<file path="src/hdl/pmai_pkg.sv">
// Shared types and constants of the sorted gapped slot array insert core.
// Command and status structs between controller and datapath, engine op and region codes.
// No dependencies.
`timescale 1ns / 1ps
`default_nettype none
package pmai_pkg;

  localparam int unsigned RETRY_LIMIT = 64;
  localparam int unsigned PASS_W      = $clog2(RETRY_LIMIT + 1);

  typedef logic [2:0] eng_op_t;
  localparam eng_op_t OP_NONE   = 3'd0;
  localparam eng_op_t OP_CLEAR  = 3'd1;
  localparam eng_op_t OP_SCAN   = 3'd2;
  localparam eng_op_t OP_GATHER = 3'd3;
  localparam eng_op_t OP_MERGE  = 3'd4;
  localparam eng_op_t OP_SPREAD = 3'd5;

  typedef logic [2:0] region_t;
  localparam region_t REG_FULL  = 3'd0;
  localparam region_t REG_SLOT  = 3'd1;
  localparam region_t REG_MID   = 3'd2;
  localparam region_t REG_CHUNK = 3'd3;
  localparam region_t REG_WIN   = 3'd4;
  localparam region_t REG_ALL   = 3'd5;

  localparam logic OPC_INSERT = 1'b0;
  localparam logic OPC_READ   = 1'b1;

  typedef struct packed {
    eng_op_t op;
    region_t region;
    logic    capture;
    logic    srch_init;
    logic    srch_step;
    logic    set_bound;
    logic    lvl_init;
    logic    lvl_inc;
    logic    cnt_inc;
    logic    cap_inc;
    logic    pass_clr;
    logic    pass_inc;
    logic    res_write;
    logic    res_drop;
  } cmd_t;

  typedef struct packed {
    logic done;
    logic is_read;
    logic empty;
    logic srch_eq;
    logic room;
    logic lvl_over;
    logic dens_ok;
    logic cap_full;
    logic pass_max;
  } sts_t;

endpackage
`default_nettype wire

</file>
<file path="src/hdl/pmai_ctrl.sv">
// Controller state machine of the insert core: sequences clear, read, search, merge, rebalance, resize.
// Depends on pmai_pkg for the command and status structs.
`timescale 1ns / 1ps
`default_nettype none
module pmai_ctrl (
  input  wire logic          clk_i,
  input  wire logic          rst_ni,
  input  wire logic          start,
  output logic               busy,
  output pmai_pkg::cmd_t     cmd_o,
  input  wire pmai_pkg::sts_t sts_i
);

  localparam logic [4:0] S_CLR   = 5'd0;
  localparam logic [4:0] S_CLRW  = 5'd1;
  localparam logic [4:0] S_IDLE  = 5'd2;
  localparam logic [4:0] S_DISP  = 5'd3;
  localparam logic [4:0] S_RDW   = 5'd4;
  localparam logic [4:0] S_PASS  = 5'd5;
  localparam logic [4:0] S_SRCH  = 5'd6;
  localparam logic [4:0] S_SRCHW = 5'd7;
  localparam logic [4:0] S_CHK   = 5'd8;
  localparam logic [4:0] S_CHKW  = 5'd9;
  localparam logic [4:0] S_MG1   = 5'd10;
  localparam logic [4:0] S_MG2   = 5'd11;
  localparam logic [4:0] S_LVL   = 5'd12;
  localparam logic [4:0] S_LVLW  = 5'd13;
  localparam logic [4:0] S_SP1   = 5'd14;
  localparam logic [4:0] S_SP2   = 5'd15;
  localparam logic [4:0] S_RSZ   = 5'd16;
  localparam logic [4:0] S_RS1   = 5'd17;
  localparam logic [4:0] S_RS1B  = 5'd18;
  localparam logic [4:0] S_RS2   = 5'd19;

  logic [4:0] state_q, state_d;

  always_ff @(posedge clk_i or negedge rst_ni) begin
    if (!rst_ni) begin
      state_q <= S_CLR;
    end else begin
      state_q <= state_d;
    end
  end

  assign busy = (state_q != S_IDLE);

  always_comb begin
    state_d      = state_q;
    cmd_o        = '0;
    cmd_o.op     = pmai_pkg::OP_NONE;
    cmd_o.region = pmai_pkg::REG_FULL;
    case (state_q)
      S_CLR: begin
        cmd_o.op = pmai_pkg::OP_CLEAR;
        state_d  = S_CLRW;
      end
      S_CLRW: begin
        if (sts_i.done) state_d = S_IDLE;
      end
      S_IDLE: begin
        if (start) begin
          cmd_o.capture = 1'b1;
          state_d       = S_DISP;
        end
      end
      S_DISP: begin
        if (sts_i.is_read) begin
          cmd_o.op     = pmai_pkg::OP_SCAN;
          cmd_o.region = pmai_pkg::REG_SLOT;
          state_d      = S_RDW;
        end else begin
          cmd_o.pass_clr = 1'b1;
          state_d        = S_PASS;
        end
      end
      S_RDW: begin
        if (sts_i.done) begin
          cmd_o.res_write = 1'b1;
          state_d         = S_IDLE;
        end
      end
      S_PASS: begin
        if (sts_i.pass_max) begin
          cmd_o.res_write = 1'b1;
          cmd_o.res_drop  = 1'b1;
          state_d         = S_IDLE;
        end else begin
          cmd_o.srch_init = 1'b1;
          state_d         = sts_i.empty ? S_CHK : S_SRCH;
        end
      end
      S_SRCH: begin
        if (sts_i.srch_eq) begin
          cmd_o.set_bound = 1'b1;
          state_d         = S_CHK;
        end else begin
          cmd_o.op     = pmai_pkg::OP_SCAN;
          cmd_o.region = pmai_pkg::REG_MID;
          state_d      = S_SRCHW;
        end
      end
      S_SRCHW: begin
        if (sts_i.done) begin
          cmd_o.srch_step = 1'b1;
          state_d         = S_SRCH;
        end
      end
      S_CHK: begin
        cmd_o.op     = pmai_pkg::OP_SCAN;
        cmd_o.region = pmai_pkg::REG_CHUNK;
        state_d      = S_CHKW;
      end
      S_CHKW: begin
        if (sts_i.done) begin
          if (sts_i.room) begin
            cmd_o.op     = pmai_pkg::OP_GATHER;
            cmd_o.region = pmai_pkg::REG_CHUNK;
            state_d      = S_MG1;
          end else begin
            cmd_o.lvl_init = 1'b1;
            state_d        = S_LVL;
          end
        end
      end
      S_MG1: begin
        if (sts_i.done) begin
          cmd_o.op     = pmai_pkg::OP_MERGE;
          cmd_o.region = pmai_pkg::REG_CHUNK;
          state_d      = S_MG2;
        end
      end
      S_MG2: begin
        if (sts_i.done) begin
          cmd_o.cnt_inc   = 1'b1;
          cmd_o.res_write = 1'b1;
          state_d         = S_IDLE;
        end
      end
      S_LVL: begin
        if (sts_i.lvl_over) begin
          state_d = S_RSZ;
        end else begin
          cmd_o.op     = pmai_pkg::OP_SCAN;
          cmd_o.region = pmai_pkg::REG_WIN;
          state_d      = S_LVLW;
        end
      end
      S_LVLW: begin
        if (sts_i.done) begin
          if (sts_i.dens_ok) begin
            cmd_o.op     = pmai_pkg::OP_GATHER;
            cmd_o.region = pmai_pkg::REG_WIN;
            state_d      = S_SP1;
          end else begin
            cmd_o.lvl_inc = 1'b1;
            state_d       = S_LVL;
          end
        end
      end
      S_SP1: begin
        if (sts_i.done) begin
          cmd_o.op     = pmai_pkg::OP_SPREAD;
          cmd_o.region = pmai_pkg::REG_WIN;
          state_d      = S_SP2;
        end
      end
      S_SP2: begin
        if (sts_i.done) begin
          cmd_o.pass_inc = 1'b1;
          state_d        = S_PASS;
        end
      end
      S_RSZ: begin
        if (sts_i.cap_full) begin
          cmd_o.res_write = 1'b1;
          cmd_o.res_drop  = 1'b1;
          state_d         = S_IDLE;
        end else begin
          cmd_o.op     = pmai_pkg::OP_GATHER;
          cmd_o.region = pmai_pkg::REG_ALL;
          state_d      = S_RS1;
        end
      end
      S_RS1: begin
        if (sts_i.done) begin
          cmd_o.cap_inc = 1'b1;
          state_d       = S_RS1B;
        end
      end
      S_RS1B: begin
        cmd_o.op     = pmai_pkg::OP_SPREAD;
        cmd_o.region = pmai_pkg::REG_ALL;
        state_d      = S_RS2;
      end
      S_RS2: begin
        if (sts_i.done) begin
          cmd_o.pass_inc = 1'b1;
          state_d        = S_PASS;
        end
      end
      default: begin
        state_d = S_CLR;
      end
    endcase
  end

  // engine completion is only expected while waiting on it
  a_done_in_wait: assert property (@(posedge clk_i) disable iff (!rst_ni)
    sts_i.done |-> (state_q == S_CLRW || state_q == S_RDW || state_q == S_SRCHW ||
                    state_q == S_CHKW || state_q == S_MG1 || state_q == S_MG2 ||
                    state_q == S_LVLW || state_q == S_SP1 || state_q == S_SP2 ||
                    state_q == S_RS1 || state_q == S_RS2))
    else $error("engine done outside a wait state");

endmodule
`default_nettype wire

</file>
<file path="config.mk">
export PLATFORM = sky130hd
export DESIGN_NAME = pmai_ctrl
export DESIGN_NICKNAME = d
export VERILOG_FILES = /design/src/hdl/pmai_pkg.sv /design/src/hdl/pmai_ctrl.sv
export SDC_FILE = /design/constraint.sdc
export NUM_CORES = 1
export LEC_CHECK = 0
export BUFFER_PORTS_ARGS = -buffer_cell sky130_fd_sc_hd__buf_2
export CAP_MARGIN = 20
export CORE_ASPECT_RATIO = 0.8
export CORE_MARGIN = 5
export CORE_UTILIZATION = 44
export DETAILED_ROUTE_END_ITERATION = 8
export GPL_TIMING_DRIVEN = 0
export PLACE_DENSITY = 0.82
export SLEW_MARGIN = 15
export SYNTH_ARGS = -nofsm -noshare
export SYNTH_HDL_FRONTEND = slang
export SYNTH_SLANG_ARGS = --single-unit
</file>
<file path="constraint.sdc">
create_clock -name clk_i -period 2.8 [get_ports clk_i]
set_input_delay 0 -clock clk_i [delete_from_list [all_inputs] [get_ports clk_i]]
set_output_delay 0 -clock clk_i [all_outputs]
set_load 0.01 [all_outputs]
</file>
==> results of run 1 <==
==> Yosys cell counts, drive strengths merged, types with 4 or more instances <==
cell,number,share of area
nand2,8,0.034
o21ai,6,0.038
a31oi,5,0.035
a21oi,10,0.056
dfrtp,5,0.14
nor2,16,0.070
buf,4,0.028
nor2b,4,0.028
clkbuf,8,0.034
nand2b,6,0.042
inv,8,0.034
o22ai,4,0.028
nor3,7,0.039
==> cells in the final DEF, fill, tap and decap left out, types with 4 or more instances in the layout <==
cell type,netlist,routed
a21oi_1,10,10
a31oi_1,5,5
buf_2,2,31
clkbuf_1,8,9
dfrtp_1,5,5
inv_1,7,7
nand2_1,8,8
nand2b_1,6,6
nor2_1,15,15
nor2b_1,4,4
nor3_1,7,7
o22ai_1,4,4
==> cell type report <==
type,count,area (sq um)
clock buffers,4,26.3
multi-input cells,108,683
well taps,24,30.0
repair buffers,30,155
plain buffers,12,55.1
inverters,8,30.0
fillers,199,805
flip-flops and latches,5,125
==> stage by stage <==
step                       util  std cells  worst slack [ps]  hold WS (ps)
after floorplan               -        133               915          -296
after detailed placement  0.560        186               821          -184
final                     0.579        191               547          99.4
after CTS                 0.579        191               565          87.4
after global routing      0.579        191               384           124
after global placement    0.560        186               799          -187
==> kinds of logic (layout without fill, tap and decap cells) <==
logic type / Yosys count / after routing / share of synthesized area
muxes: 4 / 4 / 0.0616
AOI/OAI and AO/OA: 43 / 43 / 0.331
DFF: 5 / 5 / 0.140
buffers and inverters: 20 / 54 / 0.0952
and+or+nand+nor: 61 / 61 / 0.373
==> worst max-delay path, stage by stage, from the launching register on <==
cell and delay (ps):
dfrtp_1 330, clkbuf_1 330, buf_2 290, clkbuf_1 410, nand4_1 140, o21ai_1 110, nand3b_1 100, o311ai_1 100
buf_2 180
==> metal layers <==
metal	vias to the layer above	global-route usage	share of wire
met5	-	0	0
met4	0	0.0701	0.0026
met3	2	0.0359	0.11
met2	76	0.317	0.44
met1	534	0.322	0.45
li1	562	-	-
==> power breakdown <==
part           switching [uW]  internal, uW  total [uW]
Sequential               24.9           101         126
Combinational             481           322         804
Clock                    30.1          53.9        84.0
==> worst min path at each step <==
stage | start | cells after the start | to
floorplan | rst_ni | 0 | state_q[0]
detailed placement | rst_ni | 1 | state_q[4]
finish | rst_ni | 2 | state_q[3]
CTS | rst_ni | 2 | state_q[3]
global route | rst_ni | 2 | state_q[4]
global placement | rst_ni | 1 | state_q[4]
==> impl_metrics.env, run 1 <==
export IMPL_final_cell_area_sq_um=1100
export IMPL_cts_root_buf="clkbuf_4"
export IMPL_rows=14
export IMPL_drt_iter0_drc=43
export IMPL_synth_nets=145
export IMPL_finalSetupViolations=0
export IMPL_detail_route_wl_per_cell_um=16.2
export IMPL_startpoint_type="flop"
export IMPL_post_cts_buffers=0
export IMPL_die_area_sq_um=3040
export IMPL_ant_nets=0
export IMPL_async_flop_share=1.00
export IMPL_syn_avg_cell_area_sq_um=6.72
export IMPL_critical_path_class="flop to output port"
export IMPL_cts_buffer_depth=2
export IMPL_drc=0
export IMPL_rsz0062_at_grt="false"
export IMPL_grt_max_degree=11
export IMPL_cts_resized=0
export IMPL_start_util=0.468
export IMPL_top_regs="state_q x5"
export IMPL_core_region_area_sq_um=1910
export IMPL_cts_buffers_inserted=3
export IMPL_finalCriticalPeriod_ps=2250
export IMPL_irDropWorstVdd_mv=0.419
export IMPL_r2r_start="state_q[1]"
export IMPL_leakage_uw=0.000506
export IMPL_worstPathArrival_ps=2250
export IMPL_final_period_utilization=0.805
export IMPL_dpl_cell_area_sq_um=1070
export IMPL_required_ps=2800
export IMPL_synthCells=133
export IMPL_fp_dieW_um=60.4
export IMPL_r2r_end="state_q[3]"
export IMPL_hpwl_mm=2.37
export IMPL_synth_cell_area_sq_um=893
export IMPL_r2r_setup_slack_ps=760
export IMPL_drv_cap=0
export IMPL_port_buffers=29
export IMPL_h_tree_depth=1
export IMPL_finalHoldViolations=0
export IMPL_status="finished clean"
export IMPL_final_nets=180
export IMPL_rr_worst_depth=5
export IMPL_ys_warn_count=0
export IMPL_grt_pass1_vias=1065
export IMPL_syn_to_final_growth_pct=23.7
export IMPL_place_congestion=0.952
export IMPL_ys_flop_type="dfrtp_1"
export IMPL_fin_tns_setup_ps=0
export IMPL_die_h_um=50.3
export IMPL_clock_fmax_mhz=444
export IMPL_tightest_slew_ps=478
export IMPL_grt_antenna_before_repair=0
export IMPL_cts_tree="built"
export IMPL_drive_gt1_frac=0.257
export IMPL_end_kind="output port"
export IMPL_first_pass_iters=4
export IMPL_endpoint="cmd_o[15]"
export IMPL_grt_pass1_wl_mm=5.14
export IMPL_final_setup_skew_ps=0.209
export IMPL_routed_wl_mm=3.10
export IMPL_yosysSeqAreaShare=0.140
export IMPL_drv_slew=0
export IMPL_relSlewSlack=0.681
export IMPL_ios=31
export IMPL_startpoint="state_q[3]"
export IMPL_overflow=0
export IMPL_postCtsHoldBufs=1
export IMPL_clk_pin_slew_ps=40
export IMPL_vias_per_cell=6.15
export IMPL_largest_reg_flops=5
export IMPL_ys_types=45
export IMPL_track_usage=0.218
export IMPL_worstSkewPairLatency_ps=240
export IMPL_cts_sinks=5
export IMPL_worstHoldPathType="primary input to async pin"
export IMPL_ys_seq_elements=5
export IMPL_path_max_fanout=10
export IMPL_synth_edf_count=0
export IMPL_routed_via_count=1174
export IMPL_top_register="state_q"
export IMPL_power_density_nw_per_um2=917
export IMPL_insertedDiodeCount=0
export IMPL_total_power_uw=1010
(Power assumes the default switching activity.)
==> run 2, diff against run 1 <==
==> constraint.sdc (replaced) <==
create_clock -name clk_i -period 2.29 [get_ports clk_i]
set_input_delay 0 -clock clk_i [delete_from_list [all_inputs] [get_ports clk_i]]
set_output_delay 0 -clock clk_i [all_outputs]
set_load 0.01 [all_outputs]
==> run 2 against run 1 <==
  * Routed wire length decreased by 0.19%
  * Power grew 23%
  * Design area increased by 0.23%
  * Largest cell class unchanged
  * Via count grew 0.60%
  * Non-clock buffer count stayed put
  * Sequential cell count unchanged
  * Die area did not move
  * Setup slack worse by 360 ps
==> impl_metrics.env, run 2 (synthesis gave the netlist of run 1 again) <==
export IMPL_power_density_nw_per_um2=1120
export IMPL_core_region_area_sq_um=1910
export IMPL_syn_to_final_growth_pct=23.9
export IMPL_die_h_um=50.3
export IMPL_cts_buffer_depth=2
export IMPL_drc=0
export IMPL_rr_worst_depth=6
export IMPL_cp_num_buf_inv=4
export IMPL_whs_ps=98.9
export IMPL_drv_slew=0
export IMPL_cts_sinks=5
export IMPL_clk_pin_slew_ps=40
export IMPL_path_max_fanout=10
export IMPL_irDropWorstVdd_mv=0.513
export IMPL_ios=31
export IMPL_r2r_start="state_q[0]"
export IMPL_worstPathArrival_ps=2100
export IMPL_clock_fmax_mhz=476
export IMPL_worstSkewPairLatency_ps=240
export IMPL_multi_input_area_sq_um=683
export IMPL_r2r_setup_slack_ps=260
export IMPL_worstHoldPathType="primary input to async pin"
export IMPL_grt_pass1_vias=1065
export IMPL_cts_root_buf="clkbuf_4"
export IMPL_finalSetupViolations=0
export IMPL_overflow=0
export IMPL_dpl_cell_area_sq_um=1070
export IMPL_cp_cell_sequence="clkbuf_1 -> buf_2 -> clkbuf_2 -> nand4_1 -> o21ai_1 -> nand3b_1 -> o311ai_1 -> buf_2"
export IMPL_r2r_end="state_q[0]"
export IMPL_grt_max_degree=11
export IMPL_critical_path_class="flop to output port"
export IMPL_final_cell_mix="buf_2 (31), nor2_1 (15), a21oi_1 (10), nand2_1 (8)"
export IMPL_start_util=0.468
export IMPL_relSlewSlack=0.678
export IMPL_cp_common_cell="buf_2"
export IMPL_rsz0062_at_grt="false"
export IMPL_startpoint_type="flop"
export IMPL_cpLargestDelayFamily="buffers and inverters"
export IMPL_port_buffers=29
export IMPL_first_pass_iters=4
export IMPL_track_usage=0.218
export IMPL_cts_buffers_inserted=3
export IMPL_finalHoldViolations=0
export IMPL_place_congestion=0.952
export IMPL_tightest_slew_ps=482
export IMPL_top_register="state_q"
export IMPL_largest_reg_flops=5
export IMPL_cp_depth=8
export IMPL_fin_tns_setup_ps=0
export IMPL_final_period_utilization=0.918
export IMPL_routed_via_count=1181
export IMPL_drt_iter0_drc=55
export IMPL_endpoint="cmd_o[15]"
export IMPL_required_ps=2290
export IMPL_routed_wl_mm=3.10
export IMPL_final_setup_skew_ps=0.302
export IMPL_final_cell_area_sq_um=1110
export IMPL_cp_slowest_cell="clkbuf_1"
export IMPL_fin_util=0.580
export IMPL_final_nets=180
export IMPL_insertedDiodeCount=0
export IMPL_grt_pass1_wl_mm=5.14
export IMPL_post_cts_buffers=0
export IMPL_cts_tree="built"
export IMPL_end_kind="output port"
export IMPL_ant_nets=0
export IMPL_status="finished clean"
export IMPL_detail_route_wl_per_cell_um=16.2
export IMPL_drv_cap=0
export IMPL_fillers=201
export IMPL_drive_gt1_frac=0.269
export IMPL_vias_per_cell=6.18
export IMPL_hpwl_mm=2.37
export IMPL_grt_antenna_before_repair=0
export IMPL_top_regs="state_q x5"
export IMPL_fp_dieW_um=60.4
export IMPL_postLayoutSetupSlackWorst_ps=187
export IMPL_rows=14
export IMPL_finalCriticalPeriod_ps=2100
export IMPL_dp_slack_ps=311
export IMPL_h_tree_depth=1
export IMPL_max_stage_delay_ps=340
export IMPL_startpoint="state_q[3]"
export IMPL_die_area_sq_um=3040
export IMPL_final_common_cell="buf_2"
export IMPL_leakage_uw=0.000513
export IMPL_seq_area_sq_um=125
==> run 2: worst min-delay path by stage <==
stage | endpoint | depth (start not counted) | start
2_1_floorplan | state_q[0] | 0 | rst_ni
3_3_place_gp | state_q[4] | 1 | rst_ni
3_5_place_dp | state_q[4] | 1 | rst_ni
4_1_cts | state_q[3] | 2 | rst_ni
5_1_grt | state_q[4] | 2 | rst_ni
6_report | state_q[3] | 2 | rst_ni
==> run 2: cell type report <==
class,instances,area share
sequential,5,0.113
tap,24,0.0271
multi-input combinational,108,0.617
timing repair buffer,30,0.140
buffer,12,0.0520
clock buffer,4,0.0237
inverter,8,0.0271
==> run 2: report_power, final <==
group	switching, uW	leakage, uW	internal [uW]	total [uW]
combinational	588	0.000434	397	985
clock	37.0	0.0000150	65.9	103
sequential	31.5	0.0000638	123	155
total	656	0.000513	587	1240
==> run 2: metal layers <==
metal  track usage  wire length (um)  vias to the layer above
li1              -                 -                      565
met1         0.322              1360                      538
met2         0.317              1340                       69
met3        0.0359               353                        9
met4        0.0701                43                        0
met5             0                 0                        -
==> run 2: timing repair <==
item                       CTS  global route
resized for setup            0             5
hold endpoints to repair     5             0
setup endpoints to repair    0             3
hold buffers                 1             0
==> run 2: per-stage QoR <==
| step | total power [uW] | cells |
|---|---|---|
| after CTS | 1230 | 191 |
| final | 1240 | 191 |
| after global placement | 1110 | 186 |
| after global routing | 1340 | 191 |
| after detailed placement | 1120 | 186 |
| after floorplan | 863 | 133 |
